File: src/design/sed_pkg.sv
// ----------------------------------------------------------------------------
// sed_pkg: shared types and constants of the string escape decoder
// Holds the escape phase codes, the quote mode codes, the character codes
// used by the decoder and the structs passed between the decoder, the output
// buffer and the top level.
// ----------------------------------------------------------------------------
package sed_pkg;

   // Escape phase codes
   typedef enum logic [2:0] {
      PH_NORMAL = 3'd0,
      PH_ESC    = 3'd1,
      PH_HEX0   = 3'd2,
      PH_HEX1   = 3'd3,
      PH_OCT1   = 3'd4,
      PH_OCT2   = 3'd5
   } sed_phase_type;

   // Quote mode codes; any other value acts as an other-delimiter literal
   localparam logic [1:0] QM_SINGLE = 2'd0;
   localparam logic [1:0] QM_DOUBLE = 2'd1;
   localparam logic [1:0] QM_OTHER  = 2'd2;

   // Register index of the quote mode register
   localparam logic REG_QUOTE_MODE = 1'b0;

   // Character codes
   localparam logic [7:0] CH_BSLASH = 8'h5C;
   localparam logic [7:0] CH_SQUOTE = 8'h27;
   localparam logic [7:0] CH_DQUOTE = 8'h22;
   localparam logic [7:0] CH_DOLLAR = 8'h24;
   localparam logic [7:0] CH_LOW_X  = 8'h78;
   localparam logic [7:0] CH_UP_X   = 8'h58;
   localparam logic [7:0] CH_LOW_N  = 8'h6E;
   localparam logic [7:0] CH_LOW_T  = 8'h74;
   localparam logic [7:0] CH_LOW_R  = 8'h72;
   localparam logic [7:0] CH_LOW_V  = 8'h76;
   localparam logic [7:0] CH_LOW_F  = 8'h66;
   localparam logic [7:0] CH_LF     = 8'h0A;
   localparam logic [7:0] CH_TAB    = 8'h09;
   localparam logic [7:0] CH_CR     = 8'h0D;
   localparam logic [7:0] CH_VT     = 8'h0B;
   localparam logic [7:0] CH_FF     = 8'h0C;

   localparam int unsigned MAX_OUT = 3;

   // Escape state carried from one item to the next
   typedef struct packed {
      sed_phase_type phase;
      logic [7:0]    digit;
      logic          upper;
   } sed_state_type;

   // Result bytes of one item, lowest index first
   typedef struct packed {
      logic [MAX_OUT-1:0][7:0] data;
      logic [1:0]              cnt;
      logic                    last;
   } sed_res_type;

endpackage

File: src/design/sed_decode.sv
// ----------------------------------------------------------------------------
// sed_decode: escape decoding of one raw byte
// Given the escape state and one raw byte, produces up to three result bytes,
// the end-of-string mark and the next escape state.
// ----------------------------------------------------------------------------
module sed_decode (
   input  logic [1:0]             quote_mode,
   input  sed_pkg::sed_state_type cur_state,
   input  logic [7:0]             raw_byte,
   input  logic                   end_of_string,
   output sed_pkg::sed_state_type nxt_state,
   output sed_pkg::sed_res_type   res
);
   import sed_pkg::*;

   // Append one byte to the result list
   function automatic sed_res_type put(input sed_res_type r, input logic [7:0] b);
      sed_res_type o;
      o = r;
      if (r.cnt != 2'd3) begin
         o.data[r.cnt] = b;
         o.cnt         = r.cnt + 2'd1;
      end
      return o;
   endfunction

   // Hex digit value, 16 when not a hex digit
   function automatic logic [4:0] hex_val(input logic [7:0] b);
      logic [4:0] v;
      v = 5'd16;
      if (b >= 8'h30 && b <= 8'h39) begin
         v = 5'(b - 8'h30);
      end else if (b >= 8'h61 && b <= 8'h66) begin
         v = 5'(b - 8'h61 + 8'd10);
      end else if (b >= 8'h41 && b <= 8'h46) begin
         v = 5'(b - 8'h41 + 8'd10);
      end
      return v;
   endfunction

   logic [4:0] hv;
   logic       is_oct;
   logic       is_hex;
   logic [7:0] x_char;

   assign hv     = hex_val(raw_byte);
   assign is_hex = ~hv[4];
   assign is_oct = (raw_byte >= 8'h30) && (raw_byte <= 8'h37);
   assign x_char = cur_state.upper ? CH_UP_X : CH_LOW_X;

   always_comb begin
      sed_res_type   r;
      sed_state_type s;
      logic          do_plain;
      r        = '0;
      s        = cur_state;
      do_plain = 1'b0;

      // Consume the byte under the current phase
      case (cur_state.phase)
         PH_ESC: begin
            s.phase = PH_NORMAL;
            if (quote_mode == QM_SINGLE) begin
               if (raw_byte == CH_BSLASH || raw_byte == CH_SQUOTE) begin
                  r = put(r, raw_byte);
               end else begin
                  r = put(r, CH_BSLASH);
                  r = put(r, raw_byte);
               end
            end else begin
               case (raw_byte)
                  CH_LOW_N:  r = put(r, CH_LF);
                  CH_LOW_T:  r = put(r, CH_TAB);
                  CH_LOW_R:  r = put(r, CH_CR);
                  CH_LOW_V:  r = put(r, CH_VT);
                  CH_LOW_F:  r = put(r, CH_FF);
                  CH_BSLASH,
                  CH_DOLLAR: r = put(r, raw_byte);
                  CH_DQUOTE: begin
                     if (quote_mode != QM_DOUBLE) begin
                        r = put(r, CH_BSLASH);
                     end
                     r = put(r, CH_DQUOTE);
                  end
                  CH_LOW_X,
                  CH_UP_X: begin
                     s.upper = (raw_byte == CH_UP_X);
                     s.phase = PH_HEX0;
                  end
                  default: begin
                     if (is_oct) begin
                        s.digit = {5'd0, raw_byte[2:0]};
                        s.phase = PH_OCT1;
                     end else begin
                        r = put(r, CH_BSLASH);
                        r = put(r, raw_byte);
                     end
                  end
               endcase
            end
         end
         PH_HEX0: begin
            if (is_hex) begin
               s.digit = {4'd0, hv[3:0]};
               s.phase = PH_HEX1;
            end else begin
               r        = put(r, CH_BSLASH);
               r        = put(r, x_char);
               s.phase  = PH_NORMAL;
               do_plain = 1'b1;
            end
         end
         PH_HEX1: begin
            s.phase = PH_NORMAL;
            if (is_hex) begin
               r = put(r, {cur_state.digit[3:0], hv[3:0]});
            end else begin
               r        = put(r, cur_state.digit);
               do_plain = 1'b1;
            end
         end
         PH_OCT1: begin
            if (is_oct) begin
               s.digit = {cur_state.digit[4:0], raw_byte[2:0]};
               s.phase = PH_OCT2;
            end else begin
               r        = put(r, cur_state.digit);
               s.phase  = PH_NORMAL;
               do_plain = 1'b1;
            end
         end
         PH_OCT2: begin
            s.phase = PH_NORMAL;
            if (is_oct) begin
               r = put(r, {cur_state.digit[4:0], raw_byte[2:0]});
            end else begin
               r        = put(r, cur_state.digit);
               do_plain = 1'b1;
            end
         end
         default: begin
            s.phase  = PH_NORMAL;
            do_plain = 1'b1;
         end
      endcase

      // Handle the byte as ordinary text
      if (do_plain) begin
         if (raw_byte == CH_BSLASH) begin
            s.phase = PH_ESC;
         end else begin
            r = put(r, raw_byte);
         end
      end

      // Flush a pending escape at the end of the literal; the x letter may
      // have arrived with this very byte
      if (end_of_string) begin
         case (s.phase)
            PH_ESC:  r = put(r, CH_BSLASH);
            PH_HEX0: begin
               r = put(r, CH_BSLASH);
               r = put(r, s.upper ? CH_UP_X : CH_LOW_X);
            end
            PH_HEX1,
            PH_OCT1,
            PH_OCT2: r = put(r, s.digit);
            default: ;
         endcase
         s.phase = PH_NORMAL;
         s.digit = 8'd0;
         s.upper = 1'b0;
      end

      r.last    = end_of_string;
      res       = r;
      nxt_state = s;
   end

endmodule

File: src/design/sed_out_buf.sv
// ----------------------------------------------------------------------------
// sed_out_buf: result register of the escape decoder
// Holds the up to three bytes of one decoded item and hands them out one
// per cycle while rsp_tready is high; takes the next item's bytes as its last byte leaves.
// ----------------------------------------------------------------------------
module sed_out_buf (
   input  logic                 clock,
   input  logic                 reset,
   input  logic                 load,
   input  sed_pkg::sed_res_type res,
   output logic                 can_load,
   output logic                 rsp_tvalid,
   input  logic                 rsp_tready,
   output logic [7:0]           rsp_tdata,   // decoded_byte[7:0]
   output logic                 rsp_tlast    // last_of_string
);
   import sed_pkg::*;

   logic [MAX_OUT-1:0][7:0] data_ff, data_in;
   logic [1:0]              cnt_ff, cnt_in;
   logic                    last_ff, last_in;
   logic                    pop;

   assign pop        = rsp_tvalid & rsp_tready;
   assign rsp_tvalid = (cnt_ff != 2'd0);
   assign rsp_tdata  = data_ff[0];
   assign rsp_tlast  = last_ff & (cnt_ff == 2'd1);
   assign can_load   = (cnt_ff == 2'd0) | ((cnt_ff == 2'd1) & rsp_tready);

   // Load a new item or advance the queue by one byte
   always_comb begin
      data_in = data_ff;
      cnt_in  = cnt_ff;
      last_in = last_ff;
      if (load) begin
         data_in = res.data;
         cnt_in  = res.cnt;
         last_in = res.last;
      end else if (pop) begin
         data_in[0] = data_ff[1];
         data_in[1] = data_ff[2];
         cnt_in     = cnt_ff - 2'd1;
      end
   end

   always_ff @(posedge clock) begin
      if (reset) begin
         cnt_ff  <= 2'd0;
         last_ff <= 1'b0;
      end else begin
         cnt_ff  <= cnt_in;
         last_ff <= last_in;
      end
      data_ff <= data_in;
   end

endmodule

File: src/design/string_escape_decoder.sv
// ----------------------------------------------------------------------------
// string_escape_decoder: unescapes the body of a quoted string literal
// Raw bytes enter one per item with an end mark; escape sequences are
// decoded under the configured quote mode and the plain bytes stream out.
//
//   Channel  Dir  Payload                          Handshake
//   req_     in   tdata raw_byte, tlast end mark   tvalid/tready
//   rsp_     out  tdata decoded_byte, tlast last   tvalid/tready
//   csr_     in   quote_mode at byte address 0     APB, pready high
//
// An item is registered in the input register, then its results load into the
// result register. One item per cycle when rsp_ is ready and each item yields
// at most one byte; an item with two or three bytes holds the next item in the
// input register until its last byte leaves the single result port. Reset is
// synchronous and clears the escape state and quote_mode to double-quoted; a
// stalled rsp_ side stalls req_ once the input register is also full.
// ----------------------------------------------------------------------------
module string_escape_decoder (
   input  logic        clock,
   input  logic        reset,
   input  logic        req_tvalid,
   output logic        req_tready,
   input  logic [7:0]  req_tdata,    // raw_byte[7:0]
   input  logic        req_tlast,    // end_of_string
   output logic        rsp_tvalid,
   input  logic        rsp_tready,
   output logic [7:0]  rsp_tdata,    // decoded_byte[7:0]
   output logic        rsp_tlast,    // last_of_string
   input  logic        csr_psel,
   input  logic        csr_penable,
   input  logic        csr_pwrite,
   input  logic [2:0]  csr_paddr,
   input  logic [31:0] csr_pwdata,
   output logic [31:0] csr_prdata,
   output logic        csr_pready
);
   import sed_pkg::*;

   logic          in_valid_ff, in_valid_in;
   logic [7:0]    in_byte_ff, in_byte_in;
   logic          in_end_ff, in_end_in;
   sed_state_type state_ff, state_in, dec_state;
   sed_res_type   dec_res;
   logic [1:0]    mode_ff, mode_in;
   logic          can_load;
   logic          fire;
   logic          req_acc;
   logic          csr_wr;

   // Configuration port
   assign csr_pready = 1'b1;
   assign csr_wr     = csr_psel & csr_penable & csr_pwrite & csr_pready;
   assign csr_prdata = (csr_paddr[2] == REG_QUOTE_MODE) ? {30'd0, mode_ff} : 32'd0;

   always_comb begin
      mode_in = mode_ff;
      if (csr_wr && csr_paddr[2] == REG_QUOTE_MODE) begin
         mode_in = csr_pwdata[1:0];
      end
   end

   // Input register: move on when the result register can take the item
   assign fire       = in_valid_ff & can_load;
   assign req_tready = ~in_valid_ff | fire;
   assign req_acc    = req_tvalid & req_tready;

   always_comb begin
      in_valid_in = in_valid_ff;
      in_byte_in  = in_byte_ff;
      in_end_in   = in_end_ff;
      if (req_acc) begin
         in_valid_in = 1'b1;
         in_byte_in  = req_tdata;
         in_end_in   = req_tlast;
      end else if (fire) begin
         in_valid_in = 1'b0;
      end
   end

   // Advance the escape state with each decoded item
   always_comb begin
      state_in = state_ff;
      if (fire) begin
         state_in = dec_state;
      end
   end

   always_ff @(posedge clock) begin
      if (reset) begin
         in_valid_ff <= 1'b0;
         state_ff    <= '{phase: PH_NORMAL, digit: 8'd0, upper: 1'b0};
         mode_ff     <= QM_DOUBLE;
      end else begin
         in_valid_ff <= in_valid_in;
         state_ff    <= state_in;
         mode_ff     <= mode_in;
      end
      in_byte_ff <= in_byte_in;
      in_end_ff  <= in_end_in;
   end

   sed_decode u_decode (
      .quote_mode    (mode_ff),
      .cur_state     (state_ff),
      .raw_byte      (in_byte_ff),
      .end_of_string (in_end_ff),
      .nxt_state     (dec_state),
      .res           (dec_res)
   );

   sed_out_buf u_out_buf (
      .clock      (clock),
      .reset      (reset),
      .load       (fire),
      .res        (dec_res),
      .can_load   (can_load),
      .rsp_tvalid (rsp_tvalid),
      .rsp_tready (rsp_tready),
      .rsp_tdata  (rsp_tdata),
      .rsp_tlast  (rsp_tlast)
   );

`ifndef SYNTHESIS
   // An end-marked item always yields a byte
   a_end_yields : assert property (@(posedge clock) disable iff (reset)
      fire && in_end_ff |-> dec_res.cnt != 2'd0)
      else $error("end-marked item produced no result");

   // The escape state is cleared after the end of a literal
   a_end_clears : assert property (@(posedge clock) disable iff (reset)
      fire && in_end_ff |=> state_ff.phase == PH_NORMAL && state_ff.digit == 8'd0)
      else $error("escape state not cleared after end of literal");

   // A held input item is never dropped
   a_hold_item : assert property (@(posedge clock) disable iff (reset)
      in_valid_ff && !fire |=> in_valid_ff && $stable(in_byte_ff))
      else $error("held input item lost");
`endif

endmodule

File: config.mk
export PLATFORM = sky130hd
export DESIGN_NAME = string_escape_decoder
export DESIGN_NICKNAME = d
export VERILOG_FILES = /design/src/design/sed_pkg.sv /design/src/design/sed_decode.sv /design/src/design/sed_out_buf.sv /design/src/design/string_escape_decoder.sv
export SDC_FILE = /design/constraint.sdc
export NUM_CORES = 1
export LEC_CHECK = 0
export ABC_AREA = 1
export BUFFER_PORTS_ARGS = -buffer_cell sky130_fd_sc_hd__clkbuf_2
export CAP_MARGIN = 15
export CELL_PAD_IN_SITES_DETAIL_PLACEMENT = 1
export CELL_PAD_IN_SITES_GLOBAL_PLACEMENT = 1
export CORE_MARGIN = 10
export CORE_UTILIZATION = 35
export CTS_BUF_LIST = sky130_fd_sc_hd__clkbuf_8
export DETAILED_ROUTE_END_ITERATION = 6
export GPL_TIMING_DRIVEN = 0
export HOLD_SLACK_MARGIN = 0.15
export PLACE_DENSITY_LB_ADDON = 0.1
export SYNTH_ARGS = -nofsm -noshare
export SYNTH_HDL_FRONTEND = slang
export SYNTH_HIERARCHICAL = 1
export SYNTH_SLANG_ARGS = --single-unit
File: constraint.sdc
create_clock -name clock -period 6.8 [get_ports clock]
set_clock_uncertainty 0.2 [all_clocks]
set_input_delay 0 -clock clock [delete_from_list [all_inputs] [get_ports clock]]
set_output_delay 0 -clock clock [all_outputs]
set_load 0.05 [all_outputs]
# Yosys cells after proc, flatten, opt, wreduce, memory -nomap -nowiden
# Cells that the tools add are included.
[classes] add_sub_neg=13 n_lt_le_gt_ge=21 eq_ne=30 n_mux=86 bitwise_logic=17 reduce_logical=25
[ops] operator="27-bit 2-to-1 mux" n=10
[ops] operator="26-bit 2-to-1 mux" n=10
[ops] operator="27-bit one-hot mux with 8 select lines" n=1
[ops] operator="24-bit bitwise mux" n=6
[ops] operator="27-bit one-hot mux with 5 select lines" n=1
[ops] operator="8-bit demux with 2-bit select" n=7
[ops] operator="10-bit 2-to-1 mux" n=10
[ops] operator="27-bit one-hot mux with 3 select lines" n=1
[ops] operator="8-bit 2-to-1 mux" n=10
[ops] operator="8-bit by 7-bit == test with 1-bit output, second input constant" n=8
[ops] operator="11-bit 2-to-1 mux" n=4
[ops] operator="16-bit 2-to-1 mux" n=2
[ops] operator="8-bit by 6-bit == test with 1-bit output, second input constant" n=3
[ops] operator="12-bit 2-to-1 mux" n=2
[ops] operator="8-bit one-hot mux with 3 select lines" n=1
[ops] operator="2-bit by 3-bit < comparator with 1-bit output, second input constant" n=7
[ops] operator="18-bit AND" n=1
[ops] operator="18-bit inverter" n=1
[ops] operator="8-bit by 7-bit >= comparator with 1-bit output, second input constant" n=2
[ops] operator="8-bit by 6-bit <= comparator with 1-bit output, second input constant" n=2
[ops] operator="8-bit by 7-bit <= comparator with 1-bit output, second input constant" n=2
[ops] operator="5-bit 2-to-1 mux" n=3
[ops] operator="2-bit by 1-bit adder with 2-bit output, second input constant" n=7
[ops] operator="2-bit by 1-bit >= comparator with 1-bit output, second input constant" n=7
[ops] operator="33 further kinds" n=84
[totals] ff_bits=51 inputBits=51 elab_cells=204

# Depth between registers and ports, before layout
# Gate-level depths: netlist (run 1).
[depth] depth_word=42 mapped_depth=22 depth_no_buf=22

# Cells and area by module
# The synthesis (run 1) kept the hierarchy.
[modules_own_cells] mod="sed_decode" instances=1 cells_per_inst=401 area_each_um2=1990.7 seq_area_each_um2=0.0
[modules_own_cells] mod="sed_out_buf" instances=1 cells_per_inst=117 area_each_um2=1211.2 seq_area_each_um2=780.7
[modules_own_cells] mod="string_escape_decoder" instances=1 cells_per_inst=123 area_each_um2=1092.3 seq_area_each_um2=570.5

# Worst setup path before layout (run 1)
# Ideal clock, no wire load.
[synth_timing] kind="reg-to-reg" startpoint="register in_byte_ff[1]" endpoint="register u_out_buf.data_ff, in the netlist u_out_buf/rsp_tdata[3], data pin" setup_time_ns=0.252 t_arrival_ns=2.156 required_ns=6.348 path_slack_ns=4.192 path_stages_with_launch=21 synth_period_minus_slack_ns=2.608 path_cell_list="edfxtp_1 inv_1 ha_1 nand2_1 nor2_1 nand2_2 nand2_1 nor2_1 nand3_1 nand2_1 nand2_1 nand2_2 nand2_4 nor2_4 nand3_4 nor2_4 nand2_1 nand2_1 inv_1 nand2_1 nand2_1"
[synth_lines] element="start: declaration" line="string_escape_decoder.sv:40" rtl="logic [7:0] in_byte_ff, in_byte_in;"
[synth_lines] element="start signal: assignment" line="string_escape_decoder.sv:98" rtl="in_byte_ff <= in_byte_in;"
[synth_lines] element="end signal: assignment" line="sed_out_buf.sv:54" rtl="data_ff <= data_in;"
[synth_lines] element="end: declaration" line="sed_out_buf.sv:19" rtl="logic [MAX_OUT-1:0][7:0] data_ff, data_in;"

==> metrics.md, run 1 <==
| Metric | Value |
|---|---|
| Status | `finished clean` |
| DRT antenna net count | `0` |
| Hold Vio Cnt, Final | `0` |
| PostCTS Resize Cnt | `0` |
| Via count | `approximately 4200` |
| DRT iter0 DRCs | `144` |
| Sequential area share after synthesis | `approximately a third` |
| CTS HTree Levels | `2` |
| Critical Path RT | `6.70 ns` |
| Post-synth top area cell | `edfxtp_1` |
| Antenna diodes | `0` |
| Total negative slack | `0 ns` |
| Worst Path Max Fanout | `8` |
| DRC Markers | `0` |
| Clock slew at reported path FFs | `0.12 ns` |
| Initial antenna violation count | `0` |
| Congestion Overflow GR | `0` |
| Post-Synth Adder-Cell Area | `slightly above 2%` |
| Slew at the pin closest to its max-slew limit | `between 0.6 and 0.7 ns` |
| DR WL/cell | `roughly 16 um` |
| Post-Route WL | `about 14000 um` |
| Worst setup path endpoint | `u_out_buf/rsp_tdata[2]$_DFFE_PP_` |
| Met3 usage | `approximately 2.9%` |
| Slew Limit Headroom | `a little over half` |
| WS Path Type | `flip-flop to flip-flop` |
| DR pass1 iterations | `4` |
| Post-synth EDFFs | `33` |
| PD cells | `around 290 nW/um2` |
| Pin count of the biggest net entering global routing | `19` |
| Count leader, synth | `nand2_1` |
| RSZ-0062 raised after global routing | `no` |
| Netlist cell types | `between 40 and 50` |
| Synth cell count leaders | `nand2_1 (174), nor2_1 (101), inv_1 (53)` |
| Ranking of synthesized cells by area | `edfxtp_1 (23%), nand2_1 (15%), nor2_1 (8.8%)` |
| TritonCTS clock tree | `done` |
| Area growth from synthesis to layout | `18.36%` |
| Num CTS Buffers | `5` |
| Min cycle time layout | `3.464 ns` |
| Vias/cell | `~4.8` |
| Critical Path End Type | `flip-flop` |
| Reg2Reg Depth | `17` |
| Vias in the first global route | `4424` |
| Post-Synth Simple-Gate Area | `between 30 and 40%` |
| Port buffer count | `31` |
| R2r endpoint | `u_out_buf/rsp_tdata[2]$_DFFE_PP_` |
| Worst min-delay path class | `input port to flip-flop` |
| Die extent in x | `approximately 130 um` |
| Cell Area, Placed | `approximately 4700 um2` |
| Met1 GRT Util | `a little over a fifth` |
| # nets final | `about 790` |
| Final setup vio count | `0` |
| Overall routing resource usage | `between 10% and 20%` |
| Cell count after synthesis | `roughly 640` |
| Clk Latency, worst-skew pair | `around 0.34 ns` |
| Post-synth ARST share | `0%` |
| Complex-gate fraction of the synthesized area | `approximately 14%` |
| Worst Setup SP | `in_byte_ff[1]$_DFFE_PP_` |
| Yosys reg bits | `51` |
| Post-DP HPWL | `between 10000 and 15000 um` |
| F_max | `between 200 and 300 MHz` |
| Crit share post-route | `50.94%` |
| First-pass GRT wire length | `between 20000 and 25000 um` |
| Synth Cell Area | `4294 um2` |
| Final GP Congestion | `approximately 0.95` |
| Fillers | `1601` |
| Final Power | `between 1 and 1.5 mW` |
| Total core area | `around 12000 um2` |
| Synthesized area per cell | `6.699 um2` |
| Fin Hold WS | `roughly 0.16 ns` |
| XOR/XNOR share of the synthesized area | `less than 1%` |
| Met2 Use GR | `between 30% and 40%` |
| Starting density of the core | `35.75%` |
| Post-synth top flop | `edfxtp_1` |
| Peak supply drop | `0.09439 mV` |
| Fin area | `approximately 5100 um2` |
| Worst EP arrival | `3.37 ns` |
| Static Leak | `between 2 and 2.5 nW` |
| Max-Cap Viols | `0` |
| Clock Path Buffers | `2` |
| Clock sink count | `between 50 and 60` |
| Main combinational cell family by area after synthesis | `simple AND/OR/NAND/NOR gates` |
| Row count | `40` |
| Die Ht | `roughly 130 um` |
| Mux contribution to synthesized area | `0%` |
| Fin util | `between 40% and 50%` |
| Die area | `about 17000 um2` |
| Root buf cell | `clkbuf_8` |
| I/O pin count | `95` |
| Syn. warnings | `6` |
| Slew Limit Fails | `0` |
| Reg2reg start | `in_byte_ff[1]$_DFFE_PP_` |
| Gr busiest metal | `met2` |
| Layout cells sized above 1 | `about 20%` |
| R2R Setup Slk | `approximately 3.3 ns` |
| Share of the synthesized area in the top cell type | `23.08%` |
| CP startpoint kind | `flip-flop` |
metal layers:
| layer | part of all wire, % | vias to the layer above | wire (um) |
|---|---|---|---|
| met4 | 1.3 | 0 | 187 |
| met3 | 3.8 | 10 | 546 |
| met5 | 0 | - | 0 |
| met2 | 50 | 61 | 7100 |
| li1 | - | 2168 | - |
| met1 | 45 | 2001 | 6412 |
logic make-up after synthesis:
kind of cell	after synthesis
AOI/OAI and AO/OA	99
xor gates and xnor gates	2
adders and majority gates	7
buffers and inverters	129
DFF	51
other	2
and+or+nand+nor	351
sequential cells by signal, indices dropped and copies added (netlist names):
name and count:
u_out_buf/data_ff 16, u_out_buf/rsp_tdata 8, in_valid_ff 1, in_byte_ff 8, u_out_buf/cnt_ff 2, in_end_ff 1
mode_ff 2, u_out_buf/last_ff 1, state_ff 12
per-stage QoR:
| stage | instances | worst slack [ns] |
|---|---|---|
| floorplan | 670 | 4.192 |
| global route | 879 | 3.125 |
| CTS | 878 | 3.330 |
| global placement | 848 | 3.383 |
| detailed placement | 848 | 3.378 |
| finish | 879 | 3.336 |
worst min path at each step:
stage / from / endpoint / cells after the start
detailed placement: req_tdata[4] / in_byte_ff[4]$_DFFE_PP_ / 1
CTS: req_tdata[4] / in_byte_ff[4]$_DFFE_PP_ / 2
global placement: req_tdata[6] / in_byte_ff[6]$_DFFE_PP_ / 1
floorplan: reset / in_valid_ff$_SDFFE_PP0P_ / 1
global route: req_tdata[0] / in_byte_ff[0]$_DFFE_PP_ / 2
finish: req_tdata[4] / in_byte_ff[4]$_DFFE_PP_ / 2
timing repair:
action,4_1_cts,5_1_grt
buffers inserted,0,0
hold buffers,22,0
endpoints found under the hold margin,36,0
layout make-up:
class                   instances  area (um2)  share of cell area (%)
clock buffers                   5       68.82                   1.354
multi-input cells             490        2361                   46.45
plain buffers                  56       411.6                   8.099
well taps                     147       183.9                   3.619
flip-flops and latches         51        1351                   26.59
inverters                      73       279.0                   5.490
clock inverters                 3       43.79                  0.8616
repair buffers                 54       382.9                   7.533
worst max-delay path, cell delays in order, from the launching register on:
cell,delay [ns]
edfxtp_1,0.56
inv_1,0.28
ha_1,0.26
nand2_1,0.09
nor3_1,0.43
nor2_1,0.13
nand3_2,0.12
nand3_1,0.12
nand4_1,0.18
nand2_2,0.13
inv_2,0.11
nand3_4,0.12
nor2_4,0.15
nand2_1,0.08
nand2_1,0.09
inv_1,0.04
nand2_1,0.06
nand2_1,0.06
power by group:
group | internal, mW | leakage (nW) | switching (mW)
clock network | 0.110 | 0.0581 | 0.123
logic | 0.242 | 1.97 | 0.556
registers | 0.425 | 0.466 | 0.0397
total | 0.777 | 2.50 | 0.719
layout by cell type (no fill, tap or decap), drive strengths merged:
cell and count:
a211oi 3, a21oi 29, a22oi 2, a311oi 1
a31oi 2, buf 53, bufinv 1, clkbuf 40
clkinv 3, conb 31, dfxtp 18, dlygate4sd3 22
edfxtp 33, ha 7, inv 72, nand2 191
nand3 35, nand3b 2, nand4 6, nor2 112
nor3 5, o211ai 9, o21a 3, o21ai 45
o221ai 2, o22ai 2, o31ai 1, xor2 2
Power figures use the tool's default switching activity.
==> run 2, diff against run 1 <==
==> constraint.sdc (replaced) <==
create_clock -name clock -period 3 [get_ports clock]
set_clock_uncertainty 0.2 [all_clocks]
set_input_delay 0 -clock clock [delete_from_list [all_inputs] [get_ports clock]]
set_output_delay 0 -clock clock [all_outputs]
set_load 0.05 [all_outputs]
==> run 2 against run 1 <==
  * Sequential power rose by 130%
  * Total power rose by 150%
  * Clock power rose by 130%
  * Final cell count rose by 4.3%
  * Die area did not move
  * Non-clock buffer count rose by 38
  * Critical path depth rose by 1
  * Largest power group unchanged
==> metrics.md, run 2 (synthesized netlist as in run 1, its figures left out) <==
| Metric | Value |
|---|---|
| Slew Limit Fails | `0` |
| Commonest non-fill, non-tap cell in the layout | `nand2_1` |
| Gr busiest metal | `met2` |
| Antenna diodes | `0` |
| Max reg flops | `16` |
| Max-Cap Viols | `0` |
| Crit path max-delay cell type | `edfxtp_1` |
| DR WL/cell | `16.55 um` |
| Total core area | `about 12000 um2` |
| First-pass GRT wire length | `about 23000 um` |
| TritonCTS clock tree | `done` |
| Die area | `roughly 17000 um2` |
| Slew Limit Headroom | `approximately half` |
| Met3 usage | `between 2 and 3%` |
| Fin util | `between 40% and 50%` |
| Critical Path End Type | `flip-flop` |
| Slew at the pin closest to its max-slew limit | `slightly above 0.7 ns` |
| Critical Path RT | `approximately 2.9 ns` |
| Port buffer count | `31` |
| Post-Route WL | `roughly 15000 um` |
| Status | `finished clean` |
| Via count | `~4500` |
| Largest register by flop count | `u_out_buf/data_ff` |
| F_max | `between 300 and 400 MHz` |
| Cells along the critical path | `inv_4 -> ha_2 -> nand2_2 -> nor3_4 -> nor2_1 -> nand3_2 -> nand3_2 -> nand4_1 -> buf_4 -> nand2_8 -> inv_4 -> nand3_4 -> nor2_4 -> nand2_1 -> nand2_1 -> inv_1 -> nand2_1 -> nand2_1` |
| DRT iter0 DRCs | `180` |
| Clk Latency, worst-skew pair | `0.35 ns` |
| CP startpoint kind | `flip-flop` |
| Fillers | `approximately 1600` |
| Top Registers | `u_out_buf/data_ff x16, state_ff x12` |
| Worst path max stage delay | `0.47 ns` |
| Met1 GRT Util | `between 20% and 30%` |
| Die Ht | `approximately 130 um` |
| Peak supply drop | `between 0.2 and 0.25 mV` |
| Initial antenna violation count | `0` |
| Cells on Worst Hold Path | `2` |
| WS Path Type | `flip-flop to flip-flop` |
| # nets final | `~830` |
| Vias/cell | `roughly 4.9` |
| Commonest non-fill, non-tap cells in the layout | `nand2_1 (160), nor2_1 (93), buf_4 (76)` |
| Pin count of the biggest net entering global routing | `19` |
| Reg2Reg Depth | `18` |
| Min cycle time layout | `between 2 and 3 ns` |
| Reg area | `approximately 1400 um2` |
| CTS HTree Levels | `2` |
| Static Leak | `between 2 and 3 nW` |
| Num CTS Buffers | `5` |
| Overall routing resource usage | `17.46%` |
| Hold Vio Cnt, Final | `0` |
| Area growth from synthesis to layout | `32.05%` |
| Clock slew at reported path FFs | `roughly 0.12 ns` |
| Final setup vio count | `0` |
| Crit share post-route | `between 90% and 100%` |
| Vias in the first global route | `4490` |
| I/O pin count | `95` |
| Met2 Use GR | `about 31%` |
| Layout cells sized above 1 | `between 20% and 30%` |
| DRC Markers | `0` |
| Root buf cell | `clkbuf_8` |
| Final GP Congestion | `about 0.95` |
| Congestion Overflow GR | `0` |
| Clock Path Buffers | `2` |
| Worst EP arrival | `approximately 2.8 ns` |
| Clock sink count | `51` |
| DR pass1 iterations | `5` |
| Final Power | `between 3 and 4 mW` |
| RSZ-0062 raised after global routing | `yes` |
| PD cells | `around 650 nW/um2` |
| Die extent in x | `about 130 um` |
| Worst Path Max Fanout | `6` |
| DRT antenna net count | `0` |
| Area of the multi-input gates | `2595 um2` |
| Row count | `40` |
| Worst min-delay path class | `input port to flip-flop` |
| Starting density of the core | `roughly 36%` |
| Post-DP HPWL | `~11000 um` |
| Critical Path Most Common Cell | `nand2_1` |
==> run 2: power breakdown <==
group | switching, mW | total (mW) | internal [mW]
combinational | 1.38 | 2.12 | 0.734
clock | 0.278 | 0.527 | 0.249
sequential | 0.0909 | 1.05 | 0.963
==> run 2: final cells by class <==
class,instances,share of cell area [%]
multi-input cells,490,45.76
flip-flops and latches,51,23.83
repair buffers,92,12.56
plain buffers,56,7.392
inverters,73,5.229
well taps,147,3.244
clock buffers,5,1.214
clock inverters,3,0.7723
==> run 2: path summary, 6_finish.rpt <==
check                            startpoint                          endpoint  slack (ns)
max                 in_byte_ff[0]$_DFFE_PP_  u_out_buf/rsp_tdata[2]$_DFFE_PP_        0.10
min                            req_tdata[4]           in_byte_ff[4]$_DFFE_PP_        0.16
max reg2reg         in_byte_ff[0]$_DFFE_PP_  u_out_buf/rsp_tdata[2]$_DFFE_PP_        0.10
min reg2reg  u_out_buf/last_ff$_SDFFE_PP0P_    u_out_buf/last_ff$_SDFFE_PP0P_        0.32
==> run 2: layer usage <==
layer	wire length (um)	share of wire, %
met1	6675	44
met3	616	4.1
met2	7699	51
met4	182	1.2
met5	0	0
==> run 2: critical path: cells and delay by family, from the launching register on <==
| kind | cells | cell delay, ns |
|---|---|---|
| and+or+nand+nor | 13 | 1.41 |
| buffers and inverters | 4 | 0.36 |
| DFF | 1 | 0.47 |
| adders and majority gates | 1 | 0.21 |
==> run 2: timing repair <==
action | CTS | global route
hold buffers | 22 | 0
resized for setup | 7 | 74
pin swaps | 2 | 37
endpoints found under the hold margin | 36 | 0
gates cloned | 0 | 1
setup endpoints to repair | 29 | 23
buffers inserted | 11 | 26
==> run 2: stage by stage <==
step | setup slack, ns | area (um2) | hold WS, ns | cells | setup TNS (ns)
after floorplan | 0.3917 | 4403 | -0.1309 | 670 | 0
after global placement | -0.4174 | 4742 | -0.02328 | 848 | -5.580
after detailed placement | -0.4217 | 4742 | -0.02087 | 848 | -5.557
after CTS | 0.01777 | 5182 | 0.1529 | 889 | 0
after global routing | -0.1173 | 5670 | 0.1697 | 917 | -0.4901
final | 0.1033 | 5670 | 0.1613 | 917 | 0
==> run 3, diff against run 2 <==
--- a/config.mk
+++ b/config.mk
@@ -10,6 +10,7 @@
 export CAP_MARGIN = 15
 export CELL_PAD_IN_SITES_DETAIL_PLACEMENT = 1
 export CELL_PAD_IN_SITES_GLOBAL_PLACEMENT = 1
+export CORE_ASPECT_RATIO = 1.1
 export CORE_MARGIN = 10
 export CORE_UTILIZATION = 35
 export CTS_BUF_LIST = sky130_fd_sc_hd__clkbuf_8
==> run 3 against run 2 <==
  * Global-route usage is 0.10 points lower
  * Sequential power about the same
  * First-iteration DRC count is 1.7% lower
  * Non-clock buffer count decreased by 7
  * Die area is essentially flat
  * Final cell count unchanged
  * Cell area is 2.1% lower
  * Critical path depth is 2 higher
  * Wire length decreased by 0.82%
  * Worst setup slack gained 0.00071 ns
==> metrics.md, run 3 (synthesized netlist as in run 1, its figures left out) <==
| Metric | Value |
|---|---|
| Inst Count DP | `855` |
| Fillers | `about 1600` |
| Clock sink count | `51` |
| Initial antenna violation count | `0` |
| Die Ht | `136.2 um` |
| Slew at the pin closest to its max-slew limit | `approximately 0.7 ns` |
| Slew Limit Headroom | `between 50% and 60%` |
| TritonCTS clock tree | `done` |
| Congestion Overflow GR | `0` |
| Total core area | `approximately 12000 um2` |
| Peak supply drop | `slightly below 0.3 mV` |
| Final Power | `3.576 mW` |
| Final GP Congestion | `slightly above 0.9` |
| Status | `finished clean` |
| Vias in the first global route | `around 4600` |
| Crit share post-route | `a little over nine tenths` |
| Sw Pwr | `between 1.5 and 2 mW` |
| Hold Vio Cnt, Final | `0` |
| Cell Area, Placed | `between 4000 and 5000 um2` |
| Row count | `42` |
| Die extent in x | `between 100 and 150 um` |
| Critical Path RT | `2.90 ns` |
| DRC Markers | `0` |
| Largest register by flop count | `u_out_buf/data_ff` |
| Die area | `about 17000 um2` |
| Sink of the worst hold path | `in_byte_ff[6]$_DFFE_PP_` |
| Commonest non-fill, non-tap cell in the layout | `nand2_1` |
| Antenna diodes | `0` |
| Max-Cap Viols | `0` |
| Min cycle time layout | `approximately 2.9 ns` |
| Port buffer count | `31` |
| Combinational fraction of design power | `roughly 56%` |
| Post-DP HPWL | `11560 um` |
| Static Leak | `between 2 and 3 nW` |
| Internal | `roughly 1.9 mW` |
| Post-Route WL | `about 15000 um` |
| Worst path max stage delay | `approximately 0.43 ns` |
| Vias/cell | `4.851` |
| Top Registers | `u_out_buf/data_ff x16, state_ff x12` |
| CP startpoint kind | `flip-flop` |
| Critical Path End Type | `flip-flop` |
| Post-route insts no fill | `917` |
| Commonest non-fill, non-tap cells in the layout | `nand2_1 (160), nor2_1 (93), buf_4 (77)` |
| Via count | `between 4000 and 5000` |
| Clock network power share | `between 10% and 20%` |
| Overall routing resource usage | `about 17%` |
| Slew Limit Fails | `0` |
| I/O pin count | `95` |
| Starting density of the core | `about 36%` |
| First-pass GRT wire length | `~24000 um` |
| PD cells | `approximately 640 nW/um2` |
| Worst Path Max Fanout | `7` |
| Cells along the critical path | `inv_4 -> buf_4 -> ha_4 -> nor2_2 -> nor2_1 -> nand2_1 -> nand2_4 -> nor2_4 -> nand2_4 -> nand2_8 -> nand2_4 -> a21oi_4 -> nand2_4 -> inv_4 -> nor2_4 -> o21ai_2 -> buf_4 -> nand2_2 -> nand2_1 -> nand2_1` |
| Max reg flops | `16` |
| Area growth from synthesis to layout | `29.25%` |
| Critical Path Most Common Cell | `nand2_4` |
| Reg2Reg Depth | `20` |
| Worst EP arrival | `approximately 2.8 ns` |
| Cells on Worst Hold Path | `2` |
| Worst Setup SP | `in_byte_ff[0]$_DFFE_PP_` |
| R2r endpoint | `u_out_buf/data_ff[12]$_DFFE_PP_` |
| Fin area | `approximately 5600 um2` |
| Hold_sp | `req_tdata[6]` |
| Reg2reg start | `in_byte_ff[0]$_DFFE_PP_` |
| Crit path max-delay cell type | `edfxtp_1` |
| DRT antenna net count | `0` |
| Final setup vio count | `0` |
| F_max | `roughly 350 MHz` |
| Switching Share | `between 40 and 50%` |
| Root buf cell | `clkbuf_8` |
| R2R Setup Slk | `about 0.10 ns` |
| WS Path Type | `flip-flop to flip-flop` |
| Clock Path Buffers | `2` |
| Layout cells sized above 1 | `a little under 30%` |
| Pin count of the biggest net entering global routing | `19` |
| Clock slew at reported path FFs | `~0.11 ns` |
| DRT iter0 DRCs | `approximately 180` |
| Num CTS Buffers | `5` |
| DR pass1 iterations | `4` |
| Worst min-delay path class | `input port to flip-flop` |
| Seq pwr share | `~30%` |
| RSZ-0062 raised after global routing | `yes` |
| CTS HTree Levels | `2` |
| Clk Latency, worst-skew pair | `approximately 0.34 ns` |
| # nets final | `just over 800` |
| DR WL/cell | `about 16 um` |
## run 3: cell count changes in the layout (fill, tap and decap cells not counted), moves of 2 or more
cell	previous run	this run
buf_6	10	4
dlygate4sd3_1	22	20
a21oi_2	2	5
o21ai_1	12	10
nand2_8	3	1
clkinv_4	2	0
o21ai_0	28	31
a21oi_4	4	2
## run 3: worst max-delay path by stage
stage | to | slack, ns
final | u_out_buf/data_ff[12]$_DFFE_PP_ | 0.10
after global routing | u_out_buf/cnt_ff[0]$_SDFFE_PP0P_ | -0.07
after CTS | u_out_buf/rsp_tdata[5]$_DFFE_PP_ | 0.003
after detailed placement | u_out_buf/rsp_tdata[4]$_DFFE_PP_ | -0.35
after global placement | u_out_buf/rsp_tdata[3]$_DFFE_PP_ | -0.35
after floorplan | u_out_buf/rsp_tdata[3]$_DFFE_PP_ | 0.39
## run 3: power groups by stage
stage	registers (mW)	clock network [mW]	logic, mW
after global placement	1.07	0	1.75
after global routing	1.07	0.562	2.22
after detailed placement	1.08	0	1.78
after CTS	1.06	0.531	1.85
after floorplan	1.04	0	1.38
final	1.06	0.510	2.01
## run 3: final cells by class
class / count / area [um2] / area share [%]
sequential: 51 / 1351 / 24.35
inverter: 73 / 299.0 / 5.388
clock buffer: 5 / 68.82 / 1.240
multi-input combinational: 490 / 2545 / 45.85
tap: 154 / 192.7 / 3.472
clock inverter: 3 / 41.29 / 0.7439
timing repair buffer: 85 / 631.9 / 11.38
buffer: 56 / 420.4 / 7.574
## run 3: what timing repair did
action	in CTS	in global routing
endpoints found under the hold margin	36	0
gates cloned	0	1
setup endpoints to repair	30	26
hold buffers	20	0
gates resized for setup	7	59
pin swaps	3	35
buffers inserted	9	23
## run 3: layer usage
layer	share of wire (%)	track usage [%]	up-vias
met5	0	0	-
met4	2.1	4.545	0
met3	4.0	3.039	23
met2	52	32.74	76
met1	42	19.59	2108
li1	-	-	2241
## run 3: worst max-delay path, delay by kind of cell, from the launching register on
kind	cells	cell delay (ns)
AOI/OAI and AO/OA	2	0.40
adders and majority gates	1	0.16
buffers and inverters	4	0.42
and+or+nand+nor	13	1.06
DFF	1	0.43
## run 3: through the flow
stage	util (%)	hold WS [ns]	setup WS, ns	TNS, ns
detailed placement	39.48	-0.02040	-0.3467	-4.345
floorplan	-	-0.1309	0.3917	0
finish	46.12	0.1730	0.1040	0
global placement	39.48	-0.02364	-0.3538	-4.232
CTS	42.81	0.1521	0.003114	0
global route	46.12	0.1709	-0.07152	-0.4801
